==> config.mk <==
export PLATFORM = sky130hd
export DESIGN_NAME = pwm_capture_measure
export DESIGN_NICKNAME = d
export VERILOG_FILES = /design/src/hw/rtl/pcm_pkg.sv /design/src/hw/rtl/pcm_div.sv /design/src/hw/rtl/pcm_datapath.sv /design/src/hw/rtl/pcm_ctrl.sv /design/src/hw/rtl/pwm_capture_measure.sv
export SDC_FILE = /design/constraint.sdc
export NUM_CORES = 1
export LEC_CHECK = 0
export ABC_AREA = 0
export ABC_CLOCK_PERIOD_IN_PS = 12510
export BUFFER_PORTS_ARGS = -buffer_cell sky130_fd_sc_hd__buf_2
export CAP_MARGIN = 20
export CORE_MARGIN = 8
export CORE_UTILIZATION = 45
export CTS_BUF_LIST = sky130_fd_sc_hd__clkbuf_8
export DETAILED_ROUTE_END_ITERATION = 6
export PLACE_DENSITY = 0.69
export RECOVER_POWER = 50
export SKIP_CTS_REPAIR_TIMING = 1
export SYNTH_ARGS = -nofsm -noshare
export SYNTH_HDL_FRONTEND = slang
export SYNTH_HIERARCHICAL = 1
export SYNTH_SLANG_ARGS = --single-unit
==> constraint.sdc <==
create_clock -name clk -period 12.51 [get_ports clk]
set_input_delay 1.251 -clock clk [delete_from_list [all_inputs] [get_ports clk]]
set_output_delay 1.251 -clock clk [all_outputs]
set_load 0.02 [all_outputs]
==> src/hw/rtl/pcm_pkg.sv <==
// ----------------------------------------------------------------------------
// pcm_pkg
// Shared types, codes and constants of the PWM capture measurement block.
// ----------------------------------------------------------------------------
`default_nettype none

package pcm_pkg;

  localparam int TIME_W    = 16;
  localparam int KIND_W    = 2;
  localparam int STATUS_W  = 2;
  localparam int FREQ_W    = 20;
  localparam int DUTY_W    = 7;
  localparam int LIMIT_W   = 26;
  localparam int PERIOD_W  = TIME_W + 1;
  localparam int DIV_N_W   = 23;
  localparam int DIV_CNT_W = $clog2(DIV_N_W);

  localparam int TICK_HZ          = 1000000;
  localparam int PERCENT          = 100;
  localparam int TICKS_PER_MS     = 1000;
  localparam int TIMEOUT_RESET_MS = 1000;

  localparam logic [LIMIT_W-1:0] LIMIT_RESET = LIMIT_W'(TIMEOUT_RESET_MS * TICKS_PER_MS);

  localparam logic [KIND_W-1:0] KIND_START = 2'd0;
  localparam logic [KIND_W-1:0] KIND_EDGE  = 2'd1;
  localparam logic [KIND_W-1:0] KIND_TICK  = 2'd2;

  localparam logic [STATUS_W-1:0] STATUS_MEASURED = 2'd0;
  localparam logic [STATUS_W-1:0] STATUS_TIMEOUT  = 2'd1;
  localparam logic [STATUS_W-1:0] STATUS_ZERO     = 2'd2;

  typedef enum logic [2:0] {
    ST_IDLE,
    ST_FREQ_GO,
    ST_FREQ_RUN,
    ST_DUTY_GO,
    ST_DUTY_RUN,
    ST_LOAD
  } state_t;

  typedef struct packed {
    logic accept;
    logic div_start;
    logic div_duty;
    logic cap_freq;
    logic cap_duty;
    logic load_out;
  } ctrl_cmd_t;

  typedef struct packed {
    logic res_now;
    logic res_meas;
    logic div_done;
  } dp_status_t;

endpackage

`default_nettype wire

==> src/hw/rtl/pcm_div.sv <==
// ----------------------------------------------------------------------------
// pcm_div
// Restoring divider, one quotient bit per cycle, done pulses after the last.
// ----------------------------------------------------------------------------
`default_nettype none

module pcm_div (
  input  wire logic                          clk,
  input  wire logic                          rst,
  input  wire logic                          start,
  input  wire logic [pcm_pkg::DIV_N_W-1:0]   dividend,
  input  wire logic [pcm_pkg::PERIOD_W-1:0]  divisor,
  output logic                               done,
  output logic [pcm_pkg::DIV_N_W-1:0]        quotient
);

  localparam logic [pcm_pkg::DIV_CNT_W-1:0] DIV_LAST =
    pcm_pkg::DIV_CNT_W'(pcm_pkg::DIV_N_W - 1);

  logic                            busy;
  logic [pcm_pkg::DIV_CNT_W-1:0]   cnt;
  logic [pcm_pkg::DIV_N_W-1:0]     q;
  logic [pcm_pkg::PERIOD_W-1:0]    rem;
  logic [pcm_pkg::PERIOD_W-1:0]    div_r;
  logic [pcm_pkg::PERIOD_W:0]      trial;
  logic [pcm_pkg::PERIOD_W:0]      diff;
  logic                            fit;

  assign trial    = {rem, q[pcm_pkg::DIV_N_W-1]};
  assign diff     = trial - {1'b0, div_r};
  assign fit      = !diff[pcm_pkg::PERIOD_W];
  assign quotient = q;

  always_ff @(posedge clk) begin
    if (rst) begin
      busy <= 1'b0;
      done <= 1'b0;
      cnt  <= '0;
    end else begin
      done <= 1'b0;
      if (start) begin
        busy <= 1'b1;
        cnt  <= '0;
      end else if (busy) begin
        cnt <= cnt + 1'b1;
        if (cnt == DIV_LAST) begin
          busy <= 1'b0;
          done <= 1'b1;
        end
      end
    end
  end

  always_ff @(posedge clk) begin
    if (start) begin
      q     <= dividend;
      rem   <= '0;
      div_r <= divisor;
    end else if (busy) begin
      q   <= {q[pcm_pkg::DIV_N_W-2:0], fit};
      rem <= fit ? diff[pcm_pkg::PERIOD_W-1:0] : trial[pcm_pkg::PERIOD_W-1:0];
    end
  end

endmodule

`default_nettype wire

==> src/hw/rtl/pcm_datapath.sv <==
// ----------------------------------------------------------------------------
// pcm_datapath
// Capture state, timeout counter, divider operands and result registers.
// ----------------------------------------------------------------------------
`default_nettype none

module pcm_datapath (
  input  wire logic                          clk,
  input  wire logic                          rst,
  input  wire pcm_pkg::ctrl_cmd_t            cmd,
  output pcm_pkg::dp_status_t                status,
  input  wire logic [pcm_pkg::KIND_W-1:0]    kind,
  input  wire logic [pcm_pkg::TIME_W-1:0]    capture_time,
  input  wire logic                          edge_rising,
  input  wire logic                          pin_level,
  input  wire logic                          cfg_we,
  input  wire logic [pcm_pkg::TIME_W-1:0]    cfg_data,
  output logic [pcm_pkg::STATUS_W-1:0]       out_status,
  output logic [pcm_pkg::FREQ_W-1:0]         out_freq,
  output logic [pcm_pkg::DUTY_W-1:0]         out_duty
);

  localparam logic [1:0] PHASE_RISE1 = 2'd0;
  localparam logic [1:0] PHASE_FALL  = 2'd1;
  localparam logic [1:0] PHASE_RISE2 = 2'd2;

  logic [pcm_pkg::LIMIT_W-1:0]  limit;
  logic                         armed;
  logic [1:0]                   phase;
  logic [pcm_pkg::TIME_W-1:0]   first_rise;
  logic [pcm_pkg::TIME_W-1:0]   fall_time;
  logic [pcm_pkg::LIMIT_W-1:0]  elapsed;
  logic [pcm_pkg::PERIOD_W-1:0] period_r;
  logic [pcm_pkg::TIME_W-1:0]   high_r;
  logic [pcm_pkg::STATUS_W-1:0] res_status;
  logic [pcm_pkg::FREQ_W-1:0]   res_freq;
  logic [pcm_pkg::DUTY_W-1:0]   res_duty;

  logic [pcm_pkg::TIME_W-1:0]   high_w;
  logic [pcm_pkg::TIME_W-1:0]   low_w;
  logic [pcm_pkg::PERIOD_W-1:0] period_w;
  logic [pcm_pkg::LIMIT_W-1:0]  elapsed_inc;
  logic                         tick_expired;
  logic                         rise2_hit;
  logic [pcm_pkg::STATUS_W-1:0] now_status;
  logic [pcm_pkg::DUTY_W-1:0]   now_duty;
  logic [pcm_pkg::DIV_N_W-1:0]  duty_num;
  logic [pcm_pkg::DIV_N_W-1:0]  div_dividend;
  logic [pcm_pkg::DIV_N_W-1:0]  quotient;
  logic                         div_done;

  assign high_w       = fall_time - first_rise;
  assign low_w        = capture_time - fall_time;
  assign period_w     = {1'b0, high_w} + {1'b0, low_w};
  assign elapsed_inc  = elapsed + 1'b1;
  assign tick_expired = elapsed_inc >= limit;
  assign rise2_hit    = armed && (phase == PHASE_RISE2) && edge_rising;

  always_comb begin
    status.res_now  = 1'b0;
    status.res_meas = 1'b0;
    status.div_done = div_done;
    now_status      = pcm_pkg::STATUS_TIMEOUT;
    now_duty        = pin_level ? pcm_pkg::DUTY_W'(pcm_pkg::PERCENT) : '0;
    case (kind)
      pcm_pkg::KIND_START: begin
        status.res_now = (limit == '0);
      end
      pcm_pkg::KIND_EDGE: begin
        if (rise2_hit) begin
          if (period_w == '0) begin
            status.res_now = 1'b1;
            now_status     = pcm_pkg::STATUS_ZERO;
            now_duty       = '0;
          end else begin
            status.res_meas = 1'b1;
          end
        end
      end
      pcm_pkg::KIND_TICK: begin
        status.res_now = armed && tick_expired;
      end
      default: begin
        status.res_now = 1'b0;
      end
    endcase
  end

  always_ff @(posedge clk) begin
    if (rst) begin
      limit   <= pcm_pkg::LIMIT_RESET;
      armed   <= 1'b0;
      phase   <= PHASE_RISE1;
      elapsed <= '0;
    end else begin
      if (cfg_we) begin
        limit <= pcm_pkg::LIMIT_W'(cfg_data) * pcm_pkg::LIMIT_W'(pcm_pkg::TICKS_PER_MS);
      end
      if (cmd.accept) begin
        case (kind)
          pcm_pkg::KIND_START: begin
            armed   <= (limit != '0);
            phase   <= PHASE_RISE1;
            elapsed <= '0;
          end
          pcm_pkg::KIND_EDGE: begin
            if (armed) begin
              case (phase)
                PHASE_RISE1: if (edge_rising) phase <= PHASE_FALL;
                PHASE_FALL:  if (!edge_rising) phase <= PHASE_RISE2;
                default: begin
                  if (edge_rising) begin
                    armed <= 1'b0;
                    phase <= PHASE_RISE1;
                  end
                end
              endcase
            end
          end
          pcm_pkg::KIND_TICK: begin
            if (armed) begin
              elapsed <= elapsed_inc;
              if (tick_expired) begin
                armed <= 1'b0;
                phase <= PHASE_RISE1;
              end
            end
          end
          default: begin
            armed <= armed;
          end
        endcase
      end
    end
  end

  always_ff @(posedge clk) begin
    if (cmd.accept && armed && (kind == pcm_pkg::KIND_EDGE)) begin
      if ((phase == PHASE_RISE1) && edge_rising) begin
        first_rise <= capture_time;
      end
      if ((phase == PHASE_FALL) && !edge_rising) begin
        fall_time <= capture_time;
      end
    end
    if (cmd.accept && status.res_now) begin
      res_status <= now_status;
      res_freq   <= '0;
      res_duty   <= now_duty;
    end
    if (cmd.accept && status.res_meas) begin
      period_r   <= period_w;
      high_r     <= high_w;
      res_status <= pcm_pkg::STATUS_MEASURED;
    end
    if (cmd.cap_freq) begin
      res_freq <= quotient[pcm_pkg::FREQ_W-1:0];
    end
    if (cmd.cap_duty) begin
      res_duty <= quotient[pcm_pkg::DUTY_W-1:0];
    end
    if (cmd.load_out) begin
      out_status <= res_status;
      out_freq   <= res_freq;
      out_duty   <= res_duty;
    end
  end

  assign duty_num     = pcm_pkg::DIV_N_W'(high_r) * pcm_pkg::DIV_N_W'(pcm_pkg::PERCENT);
  assign div_dividend = cmd.div_duty ? duty_num : pcm_pkg::DIV_N_W'(pcm_pkg::TICK_HZ);

  pcm_div u_div (
    .clk      (clk),
    .rst      (rst),
    .start    (cmd.div_start),
    .dividend (div_dividend),
    .divisor  (period_r),
    .done     (div_done),
    .quotient (quotient)
  );

endmodule

`default_nettype wire

==> src/hw/rtl/pcm_ctrl.sv <==
// ----------------------------------------------------------------------------
// pcm_ctrl
// Sequencer: input handshake, two divider runs per measurement, output register handshake.
// ----------------------------------------------------------------------------
`default_nettype none

module pcm_ctrl (
  input  wire logic                 clk,
  input  wire logic                 rst,
  input  wire logic                 in_valid,
  output logic                      in_ready,
  output logic                      out_valid,
  input  wire logic                 out_ready,
  input  wire pcm_pkg::dp_status_t  status,
  output pcm_pkg::ctrl_cmd_t        cmd
);

  pcm_pkg::state_t state;
  pcm_pkg::state_t state_next;
  logic            slot_free;

  assign slot_free = !out_valid || out_ready;

  always_ff @(posedge clk) begin
    if (rst) begin
      state     <= pcm_pkg::ST_IDLE;
      out_valid <= 1'b0;
    end else begin
      state <= state_next;
      if (cmd.load_out) begin
        out_valid <= 1'b1;
      end else if (out_ready) begin
        out_valid <= 1'b0;
      end
    end
  end

  always_comb begin
    state_next = state;
    case (state)
      pcm_pkg::ST_IDLE: begin
        if (in_valid && status.res_now) begin
          state_next = pcm_pkg::ST_LOAD;
        end else if (in_valid && status.res_meas) begin
          state_next = pcm_pkg::ST_FREQ_GO;
        end
      end
      pcm_pkg::ST_FREQ_GO:  state_next = pcm_pkg::ST_FREQ_RUN;
      pcm_pkg::ST_FREQ_RUN: if (status.div_done) state_next = pcm_pkg::ST_DUTY_GO;
      pcm_pkg::ST_DUTY_GO:  state_next = pcm_pkg::ST_DUTY_RUN;
      pcm_pkg::ST_DUTY_RUN: if (status.div_done) state_next = pcm_pkg::ST_LOAD;
      pcm_pkg::ST_LOAD:     if (slot_free) state_next = pcm_pkg::ST_IDLE;
      default:              state_next = pcm_pkg::ST_IDLE;
    endcase
  end

  always_comb begin
    in_ready      = (state == pcm_pkg::ST_IDLE);
    cmd.accept    = (state == pcm_pkg::ST_IDLE) && in_valid;
    cmd.div_start = (state == pcm_pkg::ST_FREQ_GO) || (state == pcm_pkg::ST_DUTY_GO);
    cmd.div_duty  = (state == pcm_pkg::ST_DUTY_GO);
    cmd.cap_freq  = (state == pcm_pkg::ST_FREQ_RUN) && status.div_done;
    cmd.cap_duty  = (state == pcm_pkg::ST_DUTY_RUN) && status.div_done;
    cmd.load_out  = (state == pcm_pkg::ST_LOAD) && slot_free;
  end

endmodule

`default_nettype wire

==> src/hw/rtl/pwm_capture_measure.sv <==
// ----------------------------------------------------------------------------
// pwm_capture_measure
// PWM frequency and duty measurement from input-capture timestamps.
// Start, edge and tick items without a result are taken one per cycle.
// A timeout or zero-period result goes through the load state into the output
// register once the output slot is free, and the input reopens in the same cycle
// that it turns valid. A full measurement does so after two 23-step runs of the
// shared restoring divider (frequency, then duty). A stalled output delays both.
// Synchronous reset clears the sequencer and disarms; timeout returns to 1000 ms.
// ----------------------------------------------------------------------------
`default_nettype none

module pwm_capture_measure (
  input  wire logic        clk,
  input  wire logic        rst,
  input  wire logic        s_axis_tvalid,
  output logic             s_axis_tready,
  input  wire logic [23:0] s_axis_tdata,  // capture_time[15:0], edge_rising, pin_level
  input  wire logic [1:0]  s_axis_tuser,  // kind
  output logic             m_axis_tvalid,
  input  wire logic        m_axis_tready,
  output logic [31:0]      m_axis_tdata,  // freq_hz[19:0], duty_percent[6:0]
  output logic [1:0]       m_axis_tuser,  // status
  input  wire logic        cfg_valid,
  output logic             cfg_ready,
  input  wire logic [15:0] cfg_data       // timeout_ms
);

  pcm_pkg::ctrl_cmd_t            cmd;
  pcm_pkg::dp_status_t           status;
  logic [pcm_pkg::STATUS_W-1:0]  out_status;
  logic [pcm_pkg::FREQ_W-1:0]    out_freq;
  logic [pcm_pkg::DUTY_W-1:0]    out_duty;

  assign cfg_ready    = 1'b1;
  assign m_axis_tdata = {5'd0, out_duty, out_freq};
  assign m_axis_tuser = out_status;

  pcm_ctrl u_ctrl (
    .clk       (clk),
    .rst       (rst),
    .in_valid  (s_axis_tvalid),
    .in_ready  (s_axis_tready),
    .out_valid (m_axis_tvalid),
    .out_ready (m_axis_tready),
    .status    (status),
    .cmd       (cmd)
  );

  pcm_datapath u_datapath (
    .clk          (clk),
    .rst          (rst),
    .cmd          (cmd),
    .status       (status),
    .kind         (s_axis_tuser),
    .capture_time (s_axis_tdata[15:0]),
    .edge_rising  (s_axis_tdata[16]),
    .pin_level    (s_axis_tdata[17]),
    .cfg_we       (cfg_valid),
    .cfg_data     (cfg_data),
    .out_status   (out_status),
    .out_freq     (out_freq),
    .out_duty     (out_duty)
  );

endmodule

`default_nettype wire

# ---- After elaboration in Yosys (flattened, before gate mapping)
# Cells that the tools add are included.
dict set report totals {
  reg_bits 243
  latch_bits 0
  ramBits 0
  rom_bits 0
  in_bits 47
  output_inout_bits 37
  elab_cells 141
  mem_count 0
}
dict set report op_classes {
  addsub 6
  multipliers 2
  n_div 0
  order_cmp 1
  n_eq_ne 20
  shifts 0
  muxes 48
  bitwise 1
  reduce_logical 41
}
# op n
set ops {}
lappend ops {{$mux W23} 3}
lappend ops {{$pmux W26 S2} 1}
lappend ops {{$mux W7} 6}
lappend ops {{$mux W20} 2}
lappend ops {{$sub A16 B16 Y16} 2}
lappend ops {{$add A26 B1 Y26 const B} 1}
lappend ops {{$ge A26 B26 Y1} 1}
lappend ops {{$logic_not A26 Y1} 1}
lappend ops {{$mux W26} 1}
lappend ops {{$reduce_bool A26 Y1} 1}
lappend ops {{$mul A16 B7 Y23 const B} 1}
lappend ops {{$mul A16 B5 Y21 const B} 1}
lappend ops {{$mux W2} 10}
lappend ops {{$pmux W3 S6} 1}
lappend ops {{$sub A18 B17 Y18} 1}
lappend ops {{$add A16 B16 Y17} 1}
lappend ops {{$logic_not A17 Y1} 1}
lappend ops {{$mux W17} 1}
lappend ops {{$logic_and A1 B1 Y1} 15}
lappend ops {{$mux W3} 5}
lappend ops {{$mux W1} 14}
lappend ops {{$ne A2 B1 Y1 const B} 6}
lappend ops {{$reduce_bool A2 Y1} 5}
lappend ops {{$ne A3 B3 Y1 const B} 3}
lappend ops {{other kinds (23)} 35}

# ---- Depth between registers and ports, before layout
# Gate-level depths: netlist (run 1).
dict set report logic_depth {
  word_depth 10
  ltp_mapped 23
  depth_no_buf 23
}

# ---- Modules after synthesis
# The synthesis (run 1) kept the hierarchy.
# module instances cells_per_inst area_each_um2 seq_area_each_um2
set modules_own_cells {}
lappend modules_own_cells {pcm_datapath 1 1339 13611.8 4714.5}
lappend modules_own_cells {pcm_div 1 323 3450.8 1681.6}
lappend modules_own_cells {pcm_ctrl 1 32 276.5 80.1}
lappend modules_own_cells {pwm_capture_measure 1 8 52.6 0.0}

# ---- Least setup slack after synthesis (run 1)
# OpenSTA, ideal clock, no wires.
dict set report synth_timing {
  path_type {in2reg}
  start {in s_axis_tdata[3]}
  end {reg u_datapath/high_r[0] (netlist bit) (enable)}
  setup_time_ns 0.474
  t_arrival_ns 6.752
  path_slack_ns 5.285
  path_stages 17
  n_path_buf 0
  path_cell_list {ha_1 and2_1 o21ai_1 nand3b_1 a21o_1 a21oi_1 xnor2_1 ha_1 nor4_1 a21oi_1 maj3_2 maj3_2 xor2_1 and4bb_1 nand2b_1 a211oi_1 a211oi_1}
}
dict set report synth_via {
  elab_chain_len 7
}
# element line_no
set synth_rtl {}
lappend synth_rtl {{start, declared} pwm_capture_measure.sv:18} ;# input wire logic [23:0] s_axis_tdata,
lappend synth_rtl {{$sub A16 B16 Y16} pcm_datapath.sv:53} ;# assign low_w = capture_time - fall_time;
lappend synth_rtl {{$add A16 B16 Y17} pcm_datapath.sv:54} ;# assign period_w = {1'b0, high_w} + {1'b0, low_w};
lappend synth_rtl {{named net u_datapath.period_w, one bit} pcm_datapath.sv:41} ;# logic [pcm_pkg::PERIOD_W-1:0] period_w;
lappend synth_rtl {{$logic_not A17 Y1} pcm_datapath.sv:71} ;# if (period_w == '0) begin
lappend synth_rtl {{$mux W1} pcm_datapath.sv:71}
lappend synth_rtl {{$mux W2} pcm_datapath.sv:70} ;# if (rise2_hit) begin
lappend synth_rtl {{$mux W1} pcm_datapath.sv:65} ;# case (kind)
lappend synth_rtl {{$logic_and A1 B1 Y1} pcm_datapath.sv:151} ;# if (cmd.accept && status.res_meas) begin
lappend synth_rtl {{end signal, assigned} pcm_datapath.sv:153} ;# high_r <= high_w;
lappend synth_rtl {{end, declared} pcm_datapath.sv:34} ;# logic [pcm_pkg::TIME_W-1:0] high_r;
# The timed path passes the listed nets, and every way through them passes these cells.
# A chain may end at the register's enable or synchronous reset.

# ---- Worst setup path in the final report (run 1)
dict set report layout_timing {
  start {in cfg_data[0]}
  end {reg u_datapath/limit[22] (netlist bit)}
}
dict set report layout_via {
  elab_chain_len 1
}
# element line_no
set layout_rtl {}
lappend layout_rtl {{start, declared} pwm_capture_measure.sv:26} ;# input wire logic [15:0] cfg_data
lappend layout_rtl {{$mul A16 B7 Y23} pcm_datapath.sv:97} ;# limit <= pcm_pkg::LIMIT_W'(cfg_data) * pcm_pkg::LIMIT_W'(pcm_pkg::TICKS_PER_MS);
lappend layout_rtl {{end signal, assigned} pcm_datapath.sv:91} ;# limit <= pcm_pkg::LIMIT_RESET;
lappend layout_rtl {{end signal, assigned} pcm_datapath.sv:97}
lappend layout_rtl {{end, declared} pcm_datapath.sv:27} ;# logic [pcm_pkg::LIMIT_W-1:0] limit;
# No other way between the ends.

==> metrics.csv, run 1 <==
metric,value,unit
antenna_found_initial,1,
power_density,130,mW/mm2
grt_usage,0.155,
drive_gt1_frac,0.0861,
place_ws,6.07,ns
synth-warning-count,6,
area_growth,9.01,%
dieArea,0.0452,mm2
fin_tns_setup,0,ns
finalPower,2.47,mW
coreArea,0.0384,mm2
multiInputGateArea,0.0101,mm2
synth_cells,1702,
tightest_slew,2.74,ns
synth_area_per_cell,10.2,um2
drtIter0Drc,762,
violations,"max-capacitance violations, max-slew violations",
grt_pass1_vias,12315,
n_fill_cell,3553,
drc,0,
hold_viol_final,0,
grt_pass1_wl,58400,um
synth_edf_count,161,
p_leak,8.22,nW
cp-end-kind,flip-flop,
report.final.slew_viol_count,108,
rows,72,
fin_crit_sh,0.471,
dieWidth,213,um
antenna_cells,0,
clk-insertion-delay-late,0.57,ns
grt_max_degree,56,
period_needed,5.89,ns
routed-via-count,12263,
fin_ws,6.62,ns
path_max_fanout,5,
worst_ep_required_time,12.83,ns
initial_utilization,0.453,
syn_area,0.0174,mm2
finClkSkew,0.0372,ns
via_per_inst,5.26,
grt_remaining_overflow,0,
clk_path_buf_depth,3,
cts_root_buf,clkbuf_8,
max-cap-violations,2,
start_kind,primary input,
rsz0062_at_grt,no,
peakVddDrop,0.0858,mV
final_cell_mix,"ha_1 (197), inv_1 (190), edfxtp_1 (161), nor2_1 (118), a21oi_1 (98)",
synth_cell_types,94,
pin_count,84,
synth_ff_type,edfxtp_1,
numCtsBuffers,40,
path_clk_slew,0.06,ns
synth_seq_cells,243,
setup_violations,0,
cts_sinks,243,
clock.fmax,170,MHz
ys_async_sr_fraction,0,
cts.htree.levels,2,
gp_congestion,0.874,
yosysSeqAreaShare,0.372,
dpl.hpwl,26700,um
regArea,0.00648,mm2
die_y,213,um
hold_path_class,flip-flop to flip-flop,
crit_type,primary input to flip-flop,
wl,35000,um
slew-limit-headroom,-0.824,
portBuffers,71,
cts_tree,yes,
arrival,6.21,ns
dr.pass1.iters,5,
routedWlPerCell,15.0,um
outcome,"complete, but fails checks",
mostFrequentLayoutCell,ha_1,
worst_hold_slack,0.406,ns
fin_nets,2098,
ant_nets,0,
cells by family (layout without fill, tap and decap cells):
kind of cell             count (synthesis)  after routing  synth area share
flip-flops                             243            243             0.372
adder cells (fa/ha/maj)                269            269             0.223
multiplexers                            34             34            0.0212
buffers and inverters                  226            331            0.0515
other                                    3              8          0.000647
AND/OR/NAND/NOR                        451            451             0.134
AO/OA/AOI/OAI                          366            366             0.141
XOR/XNOR                               110            110            0.0554
Yosys cell counts (8+ instances only):
cell type / instances / area (um2)
and3_1: 29 / 181
mux2i_1: 12 / 120
edfxtp_1: 161 / 4830
clkbuf_1: 31 / 116
nor2b_1: 13 / 81.3
a211o_1: 8 / 70.1
buf_4: 8 / 60.1
mux2_2: 22 / 248
nand4_1: 15 / 93.8
nor2_1: 118 / 443
xor2_1: 43 / 377
or3_1: 13 / 81.3
a211oi_1: 16 / 120
nand2b_1: 26 / 163
xnor2_1: 67 / 587
nor4_1: 10 / 62.6
dfxtp_1: 82 / 1640
and2_1: 49 / 307
a21o_1: 32 / 240
o211ai_1: 15 / 113
a31oi_1: 14 / 87.6
a21oi_1: 98 / 490
a311oi_1: 13 / 114
o21a_1: 23 / 173
nor3_1: 29 / 145
inv_1: 180 / 676
o21ai_1: 10 / 50.1
fa_1: 69 / 1380
ha_1: 197 / 2460
nand3_1: 33 / 165
o21ai_0: 64 / 320
nand2_1: 76 / 285
worst paths after layout:
check / slack (ns) / to / startpoint / cells after the start
min: 0.41 / u_datapath/u_div/div_r[12] / u_datapath/period_r[12] / 0
max reg2reg: 6.84 / u_datapath/res_duty[1] / u_datapath/fall_time[0] / 19
min reg2reg: 0.41 / u_datapath/u_div/div_r[12] / u_datapath/period_r[12] / 0
max: 6.62 / u_datapath/limit[22] / cfg_data[0] / 18
critical path: stages:
cell and delay [ns]:
buf_2 0.15, fa_1 0.53, fa_1 0.55, inv_1 0.05, fa_1 0.53, inv_1 0.05, fa_1 0.45, ha_1 0.34
a21oi_1 0.21, o21bai_1 0.10, a2111oi_0 0.68, o31ai_1 0.29, o211a_1 0.29, o21ai_0 0.22, nand2b_1 0.08, a21oi_1 0.17
xor2_1 0.17, o22ai_1 0.10
per-layer routing:
| layer | vias to the layer above | track usage | share of wire | routed length (um) |
|---|---|---|---|---|
| li1 | 6230 | - | - | - |
| met1 | 5760 | 0.200 | 0.46 | 16200 |
| met2 | 223 | 0.261 | 0.47 | 16300 |
| met3 | 48 | 0.0301 | 0.048 | 1680 |
| met4 | 2 | 0.0476 | 0.021 | 742 |
| met5 | - | 0 | 0.00029 | 10 |
report_power, final:
group / switching [mW] / internal [mW] / total [mW]
clock: 0.318 / 0.307 / 0.625
sequential: 0.0337 / 0.893 / 0.927
combinational: 0.506 / 0.407 / 0.913
cell type report:
class                           count  area share
Multi-Input combinational cell   1238       0.531
Sequential cell                   243       0.342
Inverter                          181      0.0358
Tap cell                          518      0.0342
Clock buffer                       41      0.0298
Timing Repair Buffer               81      0.0207
Clock inverter                     28     0.00706
flip-flops by register name, indices dropped and copies added, names as in the netlist, 2 cells and up:
name	flops
u_datapath/limit	23
u_datapath/res_duty	7
u_datapath/out_duty	7
u_datapath/res_freq	20
u_datapath/first_rise	16
u_datapath/fall_time	16
u_datapath/u_div/div_r	17
u_datapath/period_r	17
u_datapath/res_status	2
u_datapath/phase	2
u_datapath/u_div/rem	17
u_datapath/u_div/quotient	23
u_datapath/out_freq	20
u_ctrl/state	3
u_datapath/elapsed	26
u_datapath/high_r	16
u_datapath/out_status	2
u_datapath/u_div/cnt	5
stage by stage:
step | util | instances | cell area [um2]
after detailed placement | 0.477 | 2260 | 18300
final | 0.494 | 2330 | 19000
after global routing | 0.494 | 2330 | 19000
after floorplan | - | 1707 | 17400
after CTS | 0.495 | 2329 | 19000
after global placement | 0.477 | 2260 | 18300
No activity file was read; power rests on OpenSTA's default activity.
==> run 2: changes to the inputs <==
--- a/config.mk
+++ b/config.mk
@@ -5,15 +5,15 @@
 export SDC_FILE = /design/constraint.sdc
 export NUM_CORES = 1
 export LEC_CHECK = 0
-export ABC_AREA = 0
-export ABC_CLOCK_PERIOD_IN_PS = 12510
+export ABC_AREA = 1
+export ABC_CLOCK_PERIOD_IN_PS = 5360
 export BUFFER_PORTS_ARGS = -buffer_cell sky130_fd_sc_hd__buf_2
 export CAP_MARGIN = 20
 export CORE_MARGIN = 8
 export CORE_UTILIZATION = 45
 export CTS_BUF_LIST = sky130_fd_sc_hd__clkbuf_8
 export DETAILED_ROUTE_END_ITERATION = 6
-export PLACE_DENSITY = 0.69
+export PLACE_DENSITY = 0.71
 export RECOVER_POWER = 50
 export SKIP_CTS_REPAIR_TIMING = 1
 export SYNTH_ARGS = -nofsm -noshare
==> constraint.sdc (replaced) <==
create_clock -name clk -period 5.36 [get_ports clk]
set_input_delay 0.536 -clock clk [delete_from_list [all_inputs] [get_ports clk]]
set_output_delay 0.536 -clock clk [all_outputs]
set_load 0.02 [all_outputs]
==> metrics.csv, run 2 <==
metric,value,unit
p_seq_frac,0.361,
dpl.hpwl,30700,um
cp-end-kind,flip-flop,
hold_viol_final,0,
setup_violations,0,
synth_top_cell_area_share,0.266,
ys_async_sr_fraction,0,
gp_congestion,0.940,
synth_fa_ha_area_frac,0.212,
max-cap-violations,2,
initial_utilization,0.457,
synth_compound_area_frac,0.0741,
numCtsBuffers,43,
fin_util,0.501,
crit_slowest_cell,nor4_1,
dieArea,0.0470,mm2
clock.fmax,212,MHz
p_switching,2.56,mW
synth_common_cells,"nand2_1 (577), inv_1 (402), ha_1 (197)",
grt_remaining_overflow,0,
drive_gt1_frac,0.0646,
routed-via-count,14295,
tightest_slew,2.13,ns
coreArea,0.0397,mm2
synth_edf_count,161,
comb_power_share,0.377,
portBuffers,71,
rrSetupSlack,0.64,ns
synth_cell_types,50,
p_leak,9.73,nW
p_int,4.24,mW
regArea,0.00648,mm2
antenna_found_initial,1,
report.final.slew_viol_count,92,
grt_max_degree,48,
p_sw_frac,0.376,
clkPwrFrac,0.262,
syn_area,0.0181,mm2
worst_hold_slack,0.180,ns
cp_slowest_stage_delay,0.43,ns
grt_pass1_vias,14139,
finClkSkew,0.0314,ns
start_kind,flip-flop,
final_cell_mix,"nand2_1 (577), inv_1 (415), ha_1 (197), edfxtp_1 (161), a21oi_1 (140)",
dieWidth,217,um
outcome,"complete, but fails checks",
path_max_fanout,4,
synth_area_leader_cell,edfxtp_1,
slew-limit-headroom,-0.422,
grt_pass1_wl,65100,um
dr.pass1.iters,5,
antenna_cells,0,
cts.htree.levels,2,
drtIter0Drc,727,
cts_root_buf,clkbuf_8,
arrival,5.19,ns
peakVddDrop,0.261,mV
via_per_inst,4.97,
fin_tns_setup,0,ns
path_clk_slew,0.06,ns
hold_path_class,primary input to flip-flop,
synth-warning-count,6,
multiInputGateArea,0.00998,mm2
final_cells,2878,
synthTopCellsByArea,"edfxtp_1 (27%), ha_1 (14%), nand2_1 (12%), dfxtp_1 (9.0%), inv_1 (8.3%)",
wl,38500,um
fin_crit_sh,0.880,
rsz0062_at_grt,no,
clk_path_buf_depth,3,
dp.cells,2800,
n_fill_cell,3768,
finalPower,6.79,mW
pin_count,84,
crit_type,flip-flop to flip-flop,
power_density,341,mW/mm2
cts_sinks,243,
yosysMostFrequentCell,nand2_1,
regMostFlops,u_datapath/elapsed,
rows,73,
worst_ep_required_time,5.83,ns
routedWlPerCell,13.4,um
drc,0,
grt_usage,0.164,
mostFrequentLayoutCell,nand2_1,
yosysSeqAreaShare,0.357,
synth_area_per_cell,8.16,um2
violations,"max-capacitance violations, max-slew violations",
synth_top_family_by_area,simple AND/OR/NAND/NOR gates,
die_y,217,um
period_needed,4.72,ns
synthSimpleGateAreaFrac,0.227,
fin_nets,2634,
synth_seq_cells,243,
clk-insertion-delay-late,0.60,ns
synth_ff_type,edfxtp_1,
area_growth,9.67,%
synthXorXnorAreaFrac,0.0348,
synth_cells,2224,
muxShareOfSynthArea,0,
ant_nets,0,
cts_tree,yes,
largest_register_ffs,26,
==> run 2: changes by cell type after synthesis, moves of 24 or more <==
cell / delta
nand2_1: +501
inv_1: +222
nand3_1: +100
xnor2_1: -48
a21oi_1: +42
and2_1: -42
a21o_1: -28
and3_1: -28
nand2b_1: -26
nand2_2: +24
==> run 2: logic make-up after synthesis <==
logic type      Yosys count
simple gates            949
other cells               3
buf+inv                 446
xor+xnor                 72
compound gates          245
flops                   243
fa+ha+maj               266
==> run 2: final cells by class <==
cell class / count / share of cell area
clock buffers: 46 / 0.0318
clock inverters: 31 / 0.0126
inverters: 411 / 0.0775
multi-input cells: 1540 / 0.501
flip-flops and latches: 243 / 0.325
well taps: 525 / 0.0330
repair buffers: 82 / 0.0181
==> run 2: power groups by stage <==
| stage | sequential, mW | clock (mW) | combinational (mW) |
|---|---|---|---|
| 3_3_place_gp | 2.48 | 0 | 2.49 |
| 5_1_grt | 2.48 | 1.92 | 2.96 |
| 6_report | 2.45 | 1.78 | 2.56 |
| 4_1_cts | 2.45 | 1.84 | 2.57 |
| 3_5_place_dp | 2.49 | 0 | 2.56 |
| 2_1_floorplan | 2.46 | 0 | 1.99 |
==> run 2: path summary, 6_finish.rpt <==
check	startpoint	end	cells past startpoint
worst max-delay path	u_datapath/elapsed[0]	u_ctrl/state[2]	28
worst min-delay path	s_axis_tdata[13]	u_datapath/first_rise[13]	1
worst max register to register	u_datapath/elapsed[0]	u_ctrl/state[2]	28
worst min register to register	u_datapath/res_freq[11]	u_datapath/out_freq[11]	0
==> run 2: through the flow <==
| step | worst slack, ns | cell area, um2 |
|---|---|---|
| after floorplan | 0.818 | 18200 |
| after global placement | 0.381 | 19100 |
| after detailed placement | 0.383 | 19100 |
| after CTS | 0.689 | 20000 |
| after global routing | 0.105 | 19900 |
| final | 0.641 | 19900 |
==> run 2: metal layers <==
| metal | global-route usage | up-vias | share of wire |
|---|---|---|---|
| met5 | 0 | - | 0.00029 |
| met4 | 0.0642 | 2 | 0.030 |
| met3 | 0.0247 | 66 | 0.042 |
| met2 | 0.289 | 236 | 0.48 |
| met1 | 0.201 | 6608 | 0.44 |
| li1 | - | 7383 | - |
==> run 2: worst max-delay path: cells and delay by family, from the launching register on <==
family | cells | cell delay [ns]
buffers and inverters | 4 | 0.36
AO/OA/AOI/OAI | 2 | 0.36
XOR/XNOR | 1 | 0.16
adder cells (fa/ha/maj) | 2 | 0.53
flip-flops | 1 | 0.37
AND/OR/NAND/NOR | 19 | 2.81
